<file path="src/rtl/rcm_pkg.sv">
package rcm_pkg;

  localparam int COUNT_BITS   = 60;
  localparam int VALUE_BITS   = 60;
  localparam int MOD_BITS     = 31;
  localparam int PROD_BITS    = 2 * MOD_BITS;
  localparam int VALUE_DIGITS = 18;
  localparam int DIG_BITS     = $clog2(VALUE_DIGITS + 1);

  localparam logic [MOD_BITS-1:0] MODULUS_RESET = 31'd1000000007;

  typedef enum logic [2:0] {
    OP_VMOD,
    OP_SMOD,
    OP_ACC,
    OP_SQ_B,
    OP_SQ_A,
    OP_FIN
  } op_t;

  typedef struct packed {
    logic accept;
    logic dig_inc;
    logic shift_cnt;
    logic load_out;
    logic start;
    op_t  op;
  } cmd_t;

  typedef struct packed {
    logic done;
    logic m_small;
    logic dig_more;
    logic cnt_zero;
    logic cnt_lsb;
    logic cnt_last;
  } sts_t;

  function automatic logic [VALUE_BITS-1:0] pow10(input logic [DIG_BITS-1:0] d);
    logic [VALUE_BITS-1:0] p;
    case (d)
      5'd0:    p = 60'd1;
      5'd1:    p = 60'd10;
      5'd2:    p = 60'd100;
      5'd3:    p = 60'd1000;
      5'd4:    p = 60'd10000;
      5'd5:    p = 60'd100000;
      5'd6:    p = 60'd1000000;
      5'd7:    p = 60'd10000000;
      5'd8:    p = 60'd100000000;
      5'd9:    p = 60'd1000000000;
      5'd10:   p = 60'd10000000000;
      5'd11:   p = 60'd100000000000;
      5'd12:   p = 60'd1000000000000;
      5'd13:   p = 60'd10000000000000;
      5'd14:   p = 60'd100000000000000;
      5'd15:   p = 60'd1000000000000000;
      5'd16:   p = 60'd10000000000000000;
      5'd17:   p = 60'd100000000000000000;
      5'd18:   p = 60'd1000000000000000000;
      default: p = '0;
    endcase
    return p;
  endfunction

endpackage

</file>
<file path="src/rtl/rcm_mulmod.sv">
module rcm_mulmod (
  input  logic                             clk,
  input  logic                             rst_n,
  input  logic                             start,
  input  logic                             reduce,
  input  logic [rcm_pkg::MOD_BITS-1:0]     x,
  input  logic [rcm_pkg::MOD_BITS-1:0]     y,
  input  logic [rcm_pkg::MOD_BITS-1:0]     z,
  input  logic [rcm_pkg::MOD_BITS-1:0]     m,
  input  logic [rcm_pkg::VALUE_BITS-1:0]   wide,
  output logic                             done,
  output logic [rcm_pkg::MOD_BITS-1:0]     res
);
  import rcm_pkg::*;

  localparam int STEPS   = 4;
  localparam int SH_BITS = 64;
  localparam int CNT_W   = 4;
  localparam int HALF    = SH_BITS / 2;
  localparam logic [CNT_W-1:0] CYC_WIDE = CNT_W'(SH_BITS / STEPS - 1);
  localparam logic [CNT_W-1:0] CYC_MUL  = CNT_W'(HALF / STEPS - 1);

  typedef enum logic [3:0] {
    U_IDLE = 4'b0001,
    U_MUL  = 4'b0010,
    U_RED  = 4'b0100,
    U_ADD  = 4'b1000
  } ustate_t;

  ustate_t                state_r, state_nxt;
  logic [PROD_BITS-1:0]   prod_r, prod_nxt;
  logic [MOD_BITS-1:0]    r_r, r_nxt;
  logic [MOD_BITS-1:0]    z_r, z_nxt;
  logic [SH_BITS-1:0]     sh_r, sh_nxt;
  logic [CNT_W-1:0]       cnt_r, cnt_nxt;
  logic [MOD_BITS-1:0]    red_val;
  logic [MOD_BITS:0]      sum;

  always_comb begin
    logic [MOD_BITS-1:0] t;
    logic [MOD_BITS:0]   w;
    t = r_r;
    for (int k = 0; k < STEPS; k++) begin
      w = {t, sh_r[SH_BITS-1-k]};
      if (w >= {1'b0, m}) begin
        w = w - {1'b0, m};
      end
      t = w[MOD_BITS-1:0];
    end
    red_val = t;
  end

  assign sum  = {1'b0, r_r} + {1'b0, z_r};
  assign res  = (sum >= {1'b0, m}) ? MOD_BITS'(sum - {1'b0, m}) : sum[MOD_BITS-1:0];
  assign done = (state_r == U_ADD);

  always_comb begin
    state_nxt = state_r;
    prod_nxt  = prod_r;
    r_nxt     = r_r;
    z_nxt     = z_r;
    sh_nxt    = sh_r;
    cnt_nxt   = cnt_r;
    case (state_r)
      U_IDLE: begin
        if (start) begin
          if (reduce) begin
            r_nxt     = '0;
            z_nxt     = '0;
            sh_nxt    = SH_BITS'(wide);
            cnt_nxt   = CYC_WIDE;
            state_nxt = U_RED;
          end else begin
            prod_nxt  = PROD_BITS'(x) * PROD_BITS'(y);
            z_nxt     = z;
            state_nxt = U_MUL;
          end
        end
      end
      U_MUL: begin
        r_nxt     = MOD_BITS'(prod_r[PROD_BITS-1:HALF]);
        sh_nxt    = {prod_r[HALF-1:0], {(SH_BITS-HALF){1'b0}}};
        cnt_nxt   = CYC_MUL;
        state_nxt = U_RED;
      end
      U_RED: begin
        r_nxt   = red_val;
        sh_nxt  = sh_r << STEPS;
        cnt_nxt = cnt_r - CNT_W'(1);
        if (cnt_r == '0) begin
          state_nxt = U_ADD;
        end
      end
      U_ADD: begin
        state_nxt = U_IDLE;
      end
      default: begin
        state_nxt = U_IDLE;
      end
    endcase
  end

  always_ff @(posedge clk) begin
    if (!rst_n) begin
      state_r <= U_IDLE;
    end else begin
      state_r <= state_nxt;
    end
  end

  always_ff @(posedge clk) begin
    prod_r <= prod_nxt;
    r_r    <= r_nxt;
    z_r    <= z_nxt;
    sh_r   <= sh_nxt;
    cnt_r  <= cnt_nxt;
  end

  a_res_below_mod: assert property (@(posedge clk) disable iff (!rst_n)
    (done && (m[MOD_BITS-1:1] != '0)) |-> (res < m))
    else $error("reduced result not below the modulus");

  a_partial_below_mod: assert property (@(posedge clk) disable iff (!rst_n)
    (state_r == U_RED) |-> (r_r < m))
    else $error("partial remainder not below the modulus");

  a_done_pulse: assert property (@(posedge clk) disable iff (!rst_n)
    done |=> !done)
    else $error("completion lasted more than one cycle");

endmodule

</file>
<file path="src/rtl/rcm_datapath.sv">
module rcm_datapath (
  input  logic                             clk,
  input  logic                             rst_n,
  input  logic                             cfg_valid,
  input  logic [rcm_pkg::MOD_BITS-1:0]     cfg_data,
  input  logic [rcm_pkg::COUNT_BITS-1:0]   in_repeat_count,
  input  logic [rcm_pkg::VALUE_BITS-1:0]   in_value,
  input  rcm_pkg::cmd_t                    cmd,
  output rcm_pkg::sts_t                    sts,
  output logic [rcm_pkg::MOD_BITS-1:0]     out_result
);
  import rcm_pkg::*;

  logic [MOD_BITS-1:0]   modulus_r;
  logic [COUNT_BITS-1:0] cnt_r;
  logic [VALUE_BITS-1:0] val_r;
  logic [DIG_BITS-1:0]   dig_r;
  logic [MOD_BITS-1:0]   vm_r;
  logic [MOD_BITS-1:0]   ba_r;
  logic [MOD_BITS-1:0]   bb_r;
  logic [MOD_BITS-1:0]   ab_r;
  logic [MOD_BITS-1:0]   res_r;

  logic                  u_reduce;
  logic [MOD_BITS-1:0]   u_x, u_y, u_z, u_res;
  logic [VALUE_BITS-1:0] u_wide;
  logic                  u_done;

  always_comb begin
    u_reduce = 1'b0;
    u_x      = ab_r;
    u_y      = ba_r;
    u_z      = '0;
    u_wide   = val_r;
    case (cmd.op)
      OP_VMOD: begin
        u_reduce = 1'b1;
      end
      OP_SMOD: begin
        u_reduce = 1'b1;
        u_wide   = pow10(dig_r);
      end
      OP_ACC: begin
        u_z = bb_r;
      end
      OP_SQ_B: begin
        u_x = bb_r;
        u_z = bb_r;
      end
      OP_SQ_A: begin
        u_x = ba_r;
      end
      OP_FIN: begin
        u_y = vm_r;
      end
      default: begin
        u_reduce = 1'b0;
      end
    endcase
  end

  rcm_mulmod u_mulmod (
    .clk    (clk),
    .rst_n  (rst_n),
    .start  (cmd.start),
    .reduce (u_reduce),
    .x      (u_x),
    .y      (u_y),
    .z      (u_z),
    .m      (modulus_r),
    .wide   (u_wide),
    .done   (u_done),
    .res    (u_res)
  );

  always_ff @(posedge clk) begin
    if (!rst_n) begin
      modulus_r <= MODULUS_RESET;
    end else if (cfg_valid) begin
      modulus_r <= cfg_data;
    end
  end

  always_ff @(posedge clk) begin
    if (cmd.accept) begin
      cnt_r <= in_repeat_count;
      val_r <= in_value;
      dig_r <= '0;
      ab_r  <= '0;
      bb_r  <= MOD_BITS'(1);
    end else begin
      if (cmd.dig_inc) begin
        dig_r <= dig_r + DIG_BITS'(1);
      end
      if (cmd.shift_cnt) begin
        cnt_r <= cnt_r >> 1;
      end
      if (u_done) begin
        case (cmd.op)
          OP_VMOD: vm_r <= u_res;
          OP_SMOD: ba_r <= u_res;
          OP_ACC:  ab_r <= u_res;
          OP_SQ_B: bb_r <= u_res;
          OP_SQ_A: ba_r <= u_res;
          OP_FIN:  ab_r <= u_res;
          default: ab_r <= ab_r;
        endcase
      end
    end
    if (cmd.load_out) begin
      res_r <= ab_r;
    end
  end

  assign sts.done     = u_done;
  assign sts.m_small  = (modulus_r[MOD_BITS-1:1] == '0);
  assign sts.dig_more = (dig_r != DIG_BITS'(VALUE_DIGITS)) && (val_r >= pow10(dig_r));
  assign sts.cnt_zero = (cnt_r == '0);
  assign sts.cnt_lsb  = cnt_r[0];
  assign sts.cnt_last = (cnt_r[COUNT_BITS-1:1] == '0);

  assign out_result = res_r;

endmodule

</file>
<file path="src/rtl/rcm_ctrl.sv">
module rcm_ctrl (
  input  logic          clk,
  input  logic          rst_n,
  input  logic          in_tvalid,
  output logic          in_tready,
  output logic          out_tvalid,
  input  logic          out_tready,
  input  rcm_pkg::sts_t sts,
  output rcm_pkg::cmd_t cmd
);
  import rcm_pkg::*;

  typedef enum logic [9:0] {
    S_IDLE = 10'b00_0000_0001,
    S_DIG  = 10'b00_0000_0010,
    S_VMOD = 10'b00_0000_0100,
    S_SMOD = 10'b00_0000_1000,
    S_LOOP = 10'b00_0001_0000,
    S_ACC  = 10'b00_0010_0000,
    S_SQB  = 10'b00_0100_0000,
    S_SQA  = 10'b00_1000_0000,
    S_FIN  = 10'b01_0000_0000,
    S_OUT  = 10'b10_0000_0000
  } state_t;

  state_t state_r, state_nxt;
  logic   out_valid_r, out_valid_nxt;

  always_comb begin
    state_nxt     = state_r;
    cmd           = '0;
    cmd.op        = OP_VMOD;
    in_tready     = 1'b0;
    case (state_r)
      S_IDLE: begin
        in_tready = 1'b1;
        if (in_tvalid) begin
          cmd.accept = 1'b1;
          state_nxt  = sts.m_small ? S_OUT : S_DIG;
        end
      end
      S_DIG: begin
        if (sts.dig_more) begin
          cmd.dig_inc = 1'b1;
        end else begin
          state_nxt = S_VMOD;
        end
      end
      S_VMOD: begin
        cmd.op    = OP_VMOD;
        cmd.start = 1'b1;
        if (sts.done) begin
          state_nxt = S_SMOD;
        end
      end
      S_SMOD: begin
        cmd.op    = OP_SMOD;
        cmd.start = 1'b1;
        if (sts.done) begin
          state_nxt = S_LOOP;
        end
      end
      S_LOOP: begin
        if (sts.cnt_zero) begin
          state_nxt = S_FIN;
        end else if (sts.cnt_lsb) begin
          state_nxt = S_ACC;
        end else begin
          cmd.shift_cnt = 1'b1;
          state_nxt     = S_SQB;
        end
      end
      S_ACC: begin
        cmd.op    = OP_ACC;
        cmd.start = 1'b1;
        if (sts.done) begin
          cmd.shift_cnt = 1'b1;
          state_nxt     = sts.cnt_last ? S_FIN : S_SQB;
        end
      end
      S_SQB: begin
        cmd.op    = OP_SQ_B;
        cmd.start = 1'b1;
        if (sts.done) begin
          state_nxt = S_SQA;
        end
      end
      S_SQA: begin
        cmd.op    = OP_SQ_A;
        cmd.start = 1'b1;
        if (sts.done) begin
          state_nxt = S_LOOP;
        end
      end
      S_FIN: begin
        cmd.op    = OP_FIN;
        cmd.start = 1'b1;
        if (sts.done) begin
          state_nxt = S_OUT;
        end
      end
      S_OUT: begin
        if (!out_valid_r || out_tready) begin
          cmd.load_out = 1'b1;
          state_nxt    = S_IDLE;
        end
      end
      default: begin
        state_nxt = S_IDLE;
      end
    endcase
  end

  always_comb begin
    out_valid_nxt = out_valid_r;
    if (out_valid_r && out_tready) begin
      out_valid_nxt = 1'b0;
    end
    if (cmd.load_out) begin
      out_valid_nxt = 1'b1;
    end
  end

  assign out_tvalid = out_valid_r;

  always_ff @(posedge clk) begin
    if (!rst_n) begin
      state_r     <= S_IDLE;
      out_valid_r <= 1'b0;
    end else begin
      state_r     <= state_nxt;
      out_valid_r <= out_valid_nxt;
    end
  end

  a_done_in_op: assert property (@(posedge clk) disable iff (!rst_n)
    sts.done |-> (state_r == S_VMOD || state_r == S_SMOD || state_r == S_ACC ||
                  state_r == S_SQB || state_r == S_SQA || state_r == S_FIN))
    else $error("arithmetic unit finished outside an operation state");

  a_load_slot_free: assert property (@(posedge clk) disable iff (!rst_n)
    cmd.load_out |-> (!out_valid_r || out_tready))
    else $error("result register overwritten before its transfer");

  a_fin_to_out: assert property (@(posedge clk) disable iff (!rst_n)
    (state_r == S_FIN && sts.done) |=> (state_r == S_OUT && !in_tready))
    else $error("final product did not lead to the output state");

endmodule

</file>
<file path="src/rtl/repeated_concat_mod_top.sv">
// A modulus below 2 skips the arithmetic and goes straight to the output state.
// Each modular product runs on the shared multiply-and-reduce unit (four bits per cycle), as do
// the two 60-bit reductions. One item is in work at a time: no new input is taken until the
// result of the last one has been loaded into the output register.
// Synchronous active-low reset clears control state and loads the modulus with 1000000007.
module repeated_concat_mod_top (
  input  logic         clk,
  input  logic         rst_n,
  input  logic         in_tvalid,
  output logic         in_tready,
  input  logic [119:0] in_tdata,   // [59:0] repeat_count, [119:60] value
  output logic         out_tvalid,
  input  logic         out_tready,
  output logic [31:0]  out_tdata,  // [30:0] result, [31] zero
  input  logic         cfg_valid,
  output logic         cfg_ready,
  input  logic [30:0]  cfg_data
);
  import rcm_pkg::*;

  cmd_t                cmd;
  sts_t                sts;
  logic [MOD_BITS-1:0] result;

  rcm_ctrl u_ctrl (
    .clk        (clk),
    .rst_n      (rst_n),
    .in_tvalid  (in_tvalid),
    .in_tready  (in_tready),
    .out_tvalid (out_tvalid),
    .out_tready (out_tready),
    .sts        (sts),
    .cmd        (cmd)
  );

  rcm_datapath u_datapath (
    .clk             (clk),
    .rst_n           (rst_n),
    .cfg_valid       (cfg_valid),
    .cfg_data        (cfg_data),
    .in_repeat_count (in_tdata[COUNT_BITS-1:0]),
    .in_value        (in_tdata[COUNT_BITS+VALUE_BITS-1:COUNT_BITS]),
    .cmd             (cmd),
    .sts             (sts),
    .out_result      (result)
  );

  assign cfg_ready = 1'b1;
  assign out_tdata = {1'b0, result};

endmodule
</file>
<file path="config.mk">
export PLATFORM = sky130hd
export DESIGN_NAME = repeated_concat_mod_top
export DESIGN_NICKNAME = d
export VERILOG_FILES = /design/src/rtl/rcm_pkg.sv /design/src/rtl/rcm_mulmod.sv /design/src/rtl/rcm_datapath.sv /design/src/rtl/rcm_ctrl.sv /design/src/rtl/repeated_concat_mod_top.sv
export SDC_FILE = /design/constraint.sdc
export NUM_CORES = 2
export LEC_CHECK = 0
export BUFFER_PORTS_ARGS = -buffer_cell sky130_fd_sc_hd__clkbuf_2
export CAP_MARGIN = 20
export CORE_ASPECT_RATIO = 1.4
export CORE_MARGIN = 5
export CORE_UTILIZATION = 25
export DETAILED_ROUTE_END_ITERATION = 7
export GPL_ROUTABILITY_DRIVEN = 0
export RECOVER_POWER = 25
export SYNTH_ARGS = -nofsm -noshare
export SYNTH_HDL_FRONTEND = slang
export SYNTH_SLANG_ARGS = --single-unit
</file>
<file path="constraint.sdc">
create_clock -name clk -period 21.5 [get_ports clk]
set_input_delay 1.075 -clock clk [delete_from_list [all_inputs] [get_ports clk]]
set_output_delay 1.075 -clock clk [all_outputs]
set_load 0.005 [all_outputs]
</file>
* Word-level counts from Yosys, hierarchy flattened *
Memory sizes are Yosys's and may differ from the RTL's. A register that Yosys moved wholly into a read port is not among the register bits.
Index checks and enable logic that the tools add are counted.

word-level totals
  ROM bits = 3584
  memories = 2
  bits of input ports = 156
  register bits = 518
  word-level logic and storage cells = 150
  output and inout port bits = 35

memory list
  name             words  bits a word  read ports  clocked after memory_dff  wr ports  RTL line       source
  (no name shown)  32     56           1           1                         0         rcm_pkg.sv:41  case (d)
  (no name shown)  32     56           1           1                         0         rcm_pkg.sv:41

cells by class
  add/subtract/negate cells = 8
  $mul = 1
  bitwise operators = 3
  mux-type cells = 55
  order comparisons = 6
  equal/unequal tests = 31
  reduce and logical (&&, ||, !) cells = 27

operator list
  cell                number
  $mux 31             8
  $pmux 64 s3         1
  $mux 60             3
  $ge 32x31->1        5
  $sub 31x31->31      5
  $mux 64             2
  $pmux 31 s3         1
  $mux 10             9
  $pmux 10 s9         1
  $mul 31x31->62      1
  $pmux 31 s2         1
  $ge 60x60->1        1
  $logic_not 60->1    1
  $logic_not 59->1    1
  $add 31x31->32      1
  $logic_not 30->1    1
  $pmux 4 s3          2
  $pmux 4 s6          1
  $mux 5              4
  $mux 9              2
  $mux 4              4
  $mux 1              13
  $ne 2x1->1 const B  6
  $reduce_and 3->1    4
  35 further kinds    53

* Logic depth before layout (Yosys ltp) *
  depth after elaboration = 9
  depth in mapped cells = 54
  gate-level depth less buffers = 49

* Hierarchy *
Synthesis repeated with hierarchy kept, for this count alone.

second synthesis, totals
  cell total of the unflattened synthesis = 6999
  area total of the unflattened synthesis = 65238.8 um2

by module, submodules not included
  module                   cells an instance  area each (um2)  sequential area each (um2)  instances
  rcm_mulmod               5462               48524.0          5845.6                      1
  rcm_datapath             1404               15751.4          9379.0                      1
  rcm_ctrl                 129                940.9            220.2                       1
  repeated_concat_mod_top  4                  22.5             0.0                         1

* Least setup slack after synthesis *
OpenSTA, ideal clock, no wires.

  kind = register to register
  start = reg u_datapath.modulus_r[1]
  end = reg u_datapath.u_mulmod.r_r[15], data pin
  clock period less this slack = 11.286 ns
  buffers on the path = 4
  arrival time = 11.029 ns
  data required time = 21.243 ns
  slack = 10.214 ns
  cell stages (with the launch flop) = 51
  cell sequence = dfxtp_1 inv_1 ha_1 nor2b_1 o31ai_1 a21oi_1 o31ai_1 a31o_2 nor2_1 or3_1 a21oi_1 mux2_2 or2_2 ha_1 o21ai_0 o21ba_2 a311oi_1 o21ai_0 [... 15 more ...] o2111ai_1 clkbuf_1 nand2_1 clkbuf_1 o21ai_0 ha_1 a21o_1 a21oi_1 o211ai_1 a221oi_1 o221ai_1 o21ai_0 o21ai_0 a41oi_1 o211ai_2 buf_6 or3b_1 a32o_1

between the ends
  longest elaborated chain between the ends = 9
  elaborated cells between the ends (all ways) = 13

ends and longest elaborated chain
  item                                            RTL line                            source
  start: declaration                              rcm_datapath.sv:14                  logic [MOD_BITS-1:0] modulus_r;
  start signal: assignment                        rcm_datapath.sv:80                  modulus_r <= cfg_data;
  $sub 31x31->31 or $ge 32x31->1 (tied branches)  rcm_mulmod.sv:46, rcm_mulmod.sv:45
  $mux 31                                         rcm_mulmod.sv:45                    if (w >= {1'b0, m}) begin
  $sub 31x31->31 or $ge 32x31->1 (tied branches)  rcm_mulmod.sv:46, rcm_mulmod.sv:45
  $mux 31                                         rcm_mulmod.sv:45
  $sub 31x31->31 or $ge 32x31->1 (tied branches)  rcm_mulmod.sv:46, rcm_mulmod.sv:45
  $mux 31                                         rcm_mulmod.sv:45
  $sub 31x31->31 or $ge 32x31->1 (tied branches)  rcm_mulmod.sv:46, rcm_mulmod.sv:45
  $mux 31 (*)                                     rcm_mulmod.sv:45
  $pmux 31 s3 (*)                                 rcm_mulmod.sv:64                    case (state_r)
  end signal: assignment                          rcm_mulmod.sv:113                   r_r <= r_nxt;
  end: declaration                                rcm_mulmod.sv:32                    logic [MOD_BITS-1:0] r_r, r_nxt;

Every way passes the cells marked *; elsewhere a longest branch is shown, timed or not.
A chain may end at the register's enable or synchronous reset.

* Worst setup path in the final report *
Ends and elaborated chain as after synthesis.

==> qor.json <==
{
  "path_clk_slew": {"value": 70, "unit": "ps"},
  "critical-path-top-delay-family": {"value": "compound AO/OA/AOI/OAI gates"},
  "reg2reg_setup_slack": {"value": 7470, "unit": "ps"},
  "unrepaired_setup_endpoints_after_global_routing": {"value": "no"},
  "max-vdd-ir-drop": {"value": 0.000137, "unit": "V"},
  "fin_total_pwr": {"value": 5.53, "unit": "mW"},
  "p_leak": {"value": 31.5, "unit": "nW"},
  "postSynthAreaPerCell": {"value": 9.13, "unit": "um2"},
  "drv_cap": {"value": 5},
  "cp_common_cell": {"value": "sky130_fd_sc_hd__o21ai_0"},
  "timing.critical_path.to": {"value": "u_datapath.u_mulmod.r_r[15]$_SDFFCE_PP0P_"},
  "end_kind": {"value": "register"},
  "tritoncts": {"value": "built"},
  "finalCoreUtilization": {"value": 0.280},
  "synthMuxAreaShare": {"value": 0.0230},
  "numCtsBuffers": {"value": 57},
  "route.detailed.vias_per_inst": {"value": 5.02},
  "placement.cell_area": {"value": 0.0697, "unit": "mm2"},
  "dr_total_vias": {"value": 53400},
  "grt_max_degree": {"value": 103},
  "synth_top_family_by_area": {"value": "adder cells"},
  "clock_latency_at_the_later_pin_of_the_worst_skew_pair": {"value": 700, "unit": "ps"},
  "antenna_found_initial": {"value": 15},
  "die-width": {"value": 439, "unit": "um"},
  "syn_inst": {"value": 7061},
  "holdBufCountCts": {"value": 0},
  "maxClockFrequency": {"value": 71.3, "unit": "MHz"},
  "timing.critical_path.from_type": {"value": "register"},
  "violations": {"value": "max-capacitance violations, max-slew violations"},
  "initial_utilization": {"value": 0.251},
  "cts_buffer_depth": {"value": 3},
  "slowest_delay": {"value": 600, "unit": "ps"},
  "num_rows": {"value": 220},
  "worstPathRequired": {"value": 21940, "unit": "ps"},
  "wl_per_cell": {"value": 22.1, "unit": "um"},
  "period_needed": {"value": 14030, "unit": "ps"},
  "globalRouteOverflowTotal": {"value": 0},
  "finish.instance_area": {"value": 0.0717, "unit": "mm2"},
  "finish.net_count": {"value": 8646},
  "reg2regPathDepth": {"value": 48},
  "arrival": {"value": 14470, "unit": "ps"},
  "timing_hold_violations_final": {"value": 0},
  "drt_iter0_markers": {"value": 4416},
  "synth_async_sr_flop_share": {"value": 0},
  "result_of_the_run": {"value": "finished, violations left"},
  "total_die_area": {"value": 0.268, "unit": "mm2"},
  "synth_fa_ha_area_frac": {"value": 0.360},
  "core_area": {"value": 0.257, "unit": "mm2"},
  "final.period_utilization": {"value": 0.652},
  "postRouteAntennaNets": {"value": 0},
  "setup_tns": {"value": 0, "unit": "ps"},
  "grt_pass1_vias": {"value": 56700},
  "launch_instance_of_the_worst_min_delay_path": {"value": "u_ctrl.state_r[3]$_SDFFE_PN0P_"},
  "critical_path_cell_count": {"value": 48},
  "reg2reg_from": {"value": "u_datapath.modulus_r[1]$_SDFFE_PN1P_"},
  "power.density_cell_area": {"value": 77.1, "unit": "mW/mm2"},
  "timing.critical_path.buf_inv": {"value": 4},
  "worst_setup_path_class": {"value": "register to register"},
  "synth-edff-count": {"value": 405},
  "seq_area_frac_synth": {"value": 0.240},
  "synth_seq_cells": {"value": 569},
  "slew_viol_final": {"value": 211},
  "finalSetupViolCount": {"value": 0},
  "num_io_pins": {"value": 191},
  "tritoncts_num_sinks": {"value": 569},
  "synth-xor-area-share": {"value": 0.0296},
  "synthesis.yosys.warnings": {"value": 0},
  "hold-path-cell-count": {"value": 2},
  "synthToLayoutAreaGrowth": {"value": 11.3, "unit": "%"},
  "timing_worst_slew_pin_value": {"value": 3950, "unit": "ps"},
  "post_cts.resized_instances": {"value": 0},
  "setup.worst_path.start": {"value": "u_datapath.modulus_r[1]$_SDFFE_PN1P_"},
  "detailedPlacementHpwl": {"value": 182000, "unit": "um"},
  "grt_pass1_wl": {"value": 352000, "unit": "um"},
  "cts.repair_timing.setup_buffer_count": {"value": 0},
  "synth_flop_cell": {"value": "sky130_fd_sc_hd__edfxtp_1"},
  "number_of_detailed_routing_iterations_run_before_antenna_repair": {"value": 7},
  "final_layout_size_suffix_gt1_frac": {"value": 0.0665},
  "die_height": {"value": 611, "unit": "um"},
  "htreeDepth": {"value": 2},
  "syn_area": {"value": 0.0644, "unit": "mm2"},
  "crit_path_top_delay_cell": {"value": "sky130_fd_sc_hd__o2111a_2"},
  "detailed_route_drc_error_count": {"value": 0},
  "post_synth_and_or_nand_nor_area_fraction": {"value": 0.147},
  "syn_nets": {"value": 8567},
  "io_buffers": {"value": 188},
  "synth_compound_area_frac": {"value": 0.118},
  "clk_root_buffer_cell": {"value": "sky130_fd_sc_hd__clkbuf_16"},
  "regToRegEndpoint": {"value": "u_datapath.u_mulmod.r_r[15]$_SDFFCE_PP0P_"},
  "maxSlewHeadroom": {"value": -1.63},
  "skew": {"value": 52.1, "unit": "ps"},
  "crit_fanout": {"value": 37},
  "holdCritPathClass": {"value": "register to register"},
  "netlist-cell-type-count": {"value": 88},
  "total_routed_length": {"value": 236000, "unit": "um"},
  "grtUsageTotal": {"value": 0.172}
}
[placed cells by master, fill, tap and decap left out, types with 78 or more instances in the layout]
cell / netlist / layout
sky130_fd_sc_hd__fa_1: 843 / 843
sky130_fd_sc_hd__ha_1: 507 / 507
sky130_fd_sc_hd__edfxtp_1: 405 / 405
sky130_fd_sc_hd__dfxtp_1: 164 / 164
sky130_fd_sc_hd__clkbuf_2: 1 / 147
sky130_fd_sc_hd__mux2i_1: 129 / 118
sky130_fd_sc_hd__and2_1: 96 / 78
sky130_fd_sc_hd__xnor2_1: 157 / 156
sky130_fd_sc_hd__buf_4: 5 / 129
sky130_fd_sc_hd__nor2_1: 438 / 433
sky130_fd_sc_hd__nand2_1: 1281 / 1273
sky130_fd_sc_hd__a21o_1: 133 / 133
sky130_fd_sc_hd__o21ai_0: 247 / 247
sky130_fd_sc_hd__a21oi_1: 328 / 327
sky130_fd_sc_hd__inv_1: 1093 / 1092
[cell type report]
cell class	instances	area, um2
fill	27200	185000
multi-input combinational	5093	43900
sequential	569	15400
tap	3441	4310
inverter	1096	4120
timing repair buffer	323	1920
clock buffer	68	1500
clock inverter	40	489
antenna	8	20.0
[cells by family after synthesis]
| group | Yosys count |
|---|---|
| buffers and inverters | 1399 |
| AND/OR/NAND/NOR | 2207 |
| adder cells (fa/ha/maj) | 1350 |
| other | 2 |
| multiplexers | 146 |
| AO/OA/AOI/OAI | 1170 |
| flip-flops | 569 |
| XOR/XNOR | 218 |
[cells in the mapped netlist, types with 8 or more instances]
cell | number | area [um2]
sky130_fd_sc_hd__nand2b_1 | 37 | 231
sky130_fd_sc_hd__nor3b_1 | 12 | 90.1
sky130_fd_sc_hd__buf_1 | 10 | 37.5
sky130_fd_sc_hd__a211o_1 | 12 | 105
sky130_fd_sc_hd__a221o_1 | 63 | 631
sky130_fd_sc_hd__nor2_1 | 438 | 1640
sky130_fd_sc_hd__buf_2 | 9 | 45.0
sky130_fd_sc_hd__o31ai_1 | 20 | 150
sky130_fd_sc_hd__nand2_1 | 1281 | 4810
sky130_fd_sc_hd__nor4_1 | 30 | 188
sky130_fd_sc_hd__a211oi_1 | 35 | 263
sky130_fd_sc_hd__o21bai_1 | 37 | 278
sky130_fd_sc_hd__dfxtp_1 | 164 | 3280
sky130_fd_sc_hd__o221ai_1 | 11 | 96.3
sky130_fd_sc_hd__o21ai_1 | 31 | 155
sky130_fd_sc_hd__xor2_1 | 61 | 534
sky130_fd_sc_hd__xnor2_1 | 157 | 1380
sky130_fd_sc_hd__and2_1 | 96 | 601
sky130_fd_sc_hd__a31oi_1 | 27 | 169
sky130_fd_sc_hd__and4_1 | 9 | 78.8
sky130_fd_sc_hd__o211ai_1 | 34 | 255
sky130_fd_sc_hd__a221oi_1 | 41 | 359
sky130_fd_sc_hd__inv_1 | 1093 | 4100
sky130_fd_sc_hd__a22oi_1 | 15 | 113
sky130_fd_sc_hd__nor2b_1 | 43 | 269
sky130_fd_sc_hd__or2_2 | 13 | 81.3
sky130_fd_sc_hd__mux2i_1 | 129 | 1290
sky130_fd_sc_hd__nor3_1 | 53 | 265
sky130_fd_sc_hd__o21a_1 | 42 | 315
sky130_fd_sc_hd__o21ai_0 | 247 | 1240
sky130_fd_sc_hd__o2111ai_1 | 8 | 70.1
sky130_fd_sc_hd__nand3_1 | 68 | 340
sky130_fd_sc_hd__clkbuf_1 | 275 | 1030
sky130_fd_sc_hd__fa_1 | 843 | 16900
sky130_fd_sc_hd__mux2_2 | 17 | 191
sky130_fd_sc_hd__and3_1 | 29 | 181
sky130_fd_sc_hd__ha_1 | 507 | 6340
sky130_fd_sc_hd__a21oi_1 | 328 | 1640
sky130_fd_sc_hd__edfxtp_1 | 405 | 12200
sky130_fd_sc_hd__or3_1 | 15 | 93.8
sky130_fd_sc_hd__nand4_1 | 51 | 319
sky130_fd_sc_hd__a21o_1 | 133 | 998
[through the flow]
stage / instances / hold WS (ps) / worst slack [ps]
floorplan: 7061 / 417 / 10210
global placement: 10500 / 484 / 7880
detailed placement: 10500 / 488 / 7900
CTS: 10600 / 497 / 7840
global route: 10600 / 512 / 6890
finish: 10600 / 500 / 7470
[state kept, by name, indices dropped and copies added (netlist names), 60 cells and up, named ones only]
register	count
u_datapath.u_mulmod.sh_r	64
u_datapath.u_mulmod.prod_r	62
u_datapath.cnt_r	60
u_datapath.val_r	60
[report_power, final]
| part | switching, mW | leakage, nW | internal (mW) |
|---|---|---|---|
| Sequential | 0.0689 | 5.10 | 1.33 |
| Clock | 0.509 | 0.971 | 0.585 |
| Combinational | 1.87 | 25.4 | 1.17 |
| Total | 2.45 | 31.5 | 3.08 |
[worst min path at each step]
stage                                           to
6_report            u_ctrl.state_r[3]$_SDFFE_PN0P_
2_1_floorplan  u_datapath.out_result[11]$_DFFE_PP_
4_1_cts             u_ctrl.state_r[3]$_SDFFE_PN0P_
3_5_place_dp       u_datapath.bb_r[2]$_SDFFE_PP0P_
3_3_place_gp       u_datapath.bb_r[2]$_SDFFE_PP0P_
5_1_grt           u_datapath.dig_r[4]$_SDFFE_PP0P_
[routing by layer]
layer  vias up  GRT usage  wire (um)
li1      23300          -          -
met4         6      0.146      25000
met2      2510      0.301     115000
met5         -          0         39
met1     26700      0.180      79600
met3       906     0.0295      16300
[worst register-to-register path, delay by kind of cell, from the launching register on]
kind                       cells  cell delay [ps]
AOI/OAI and AO/OA             29             8400
and+or+nand+nor               10             2050
adders and majority gates      4             1530
buffers and inverters          4             1020
DFF                            1              430
muxes                          1              360
Power figures use the tool's default switching activity.
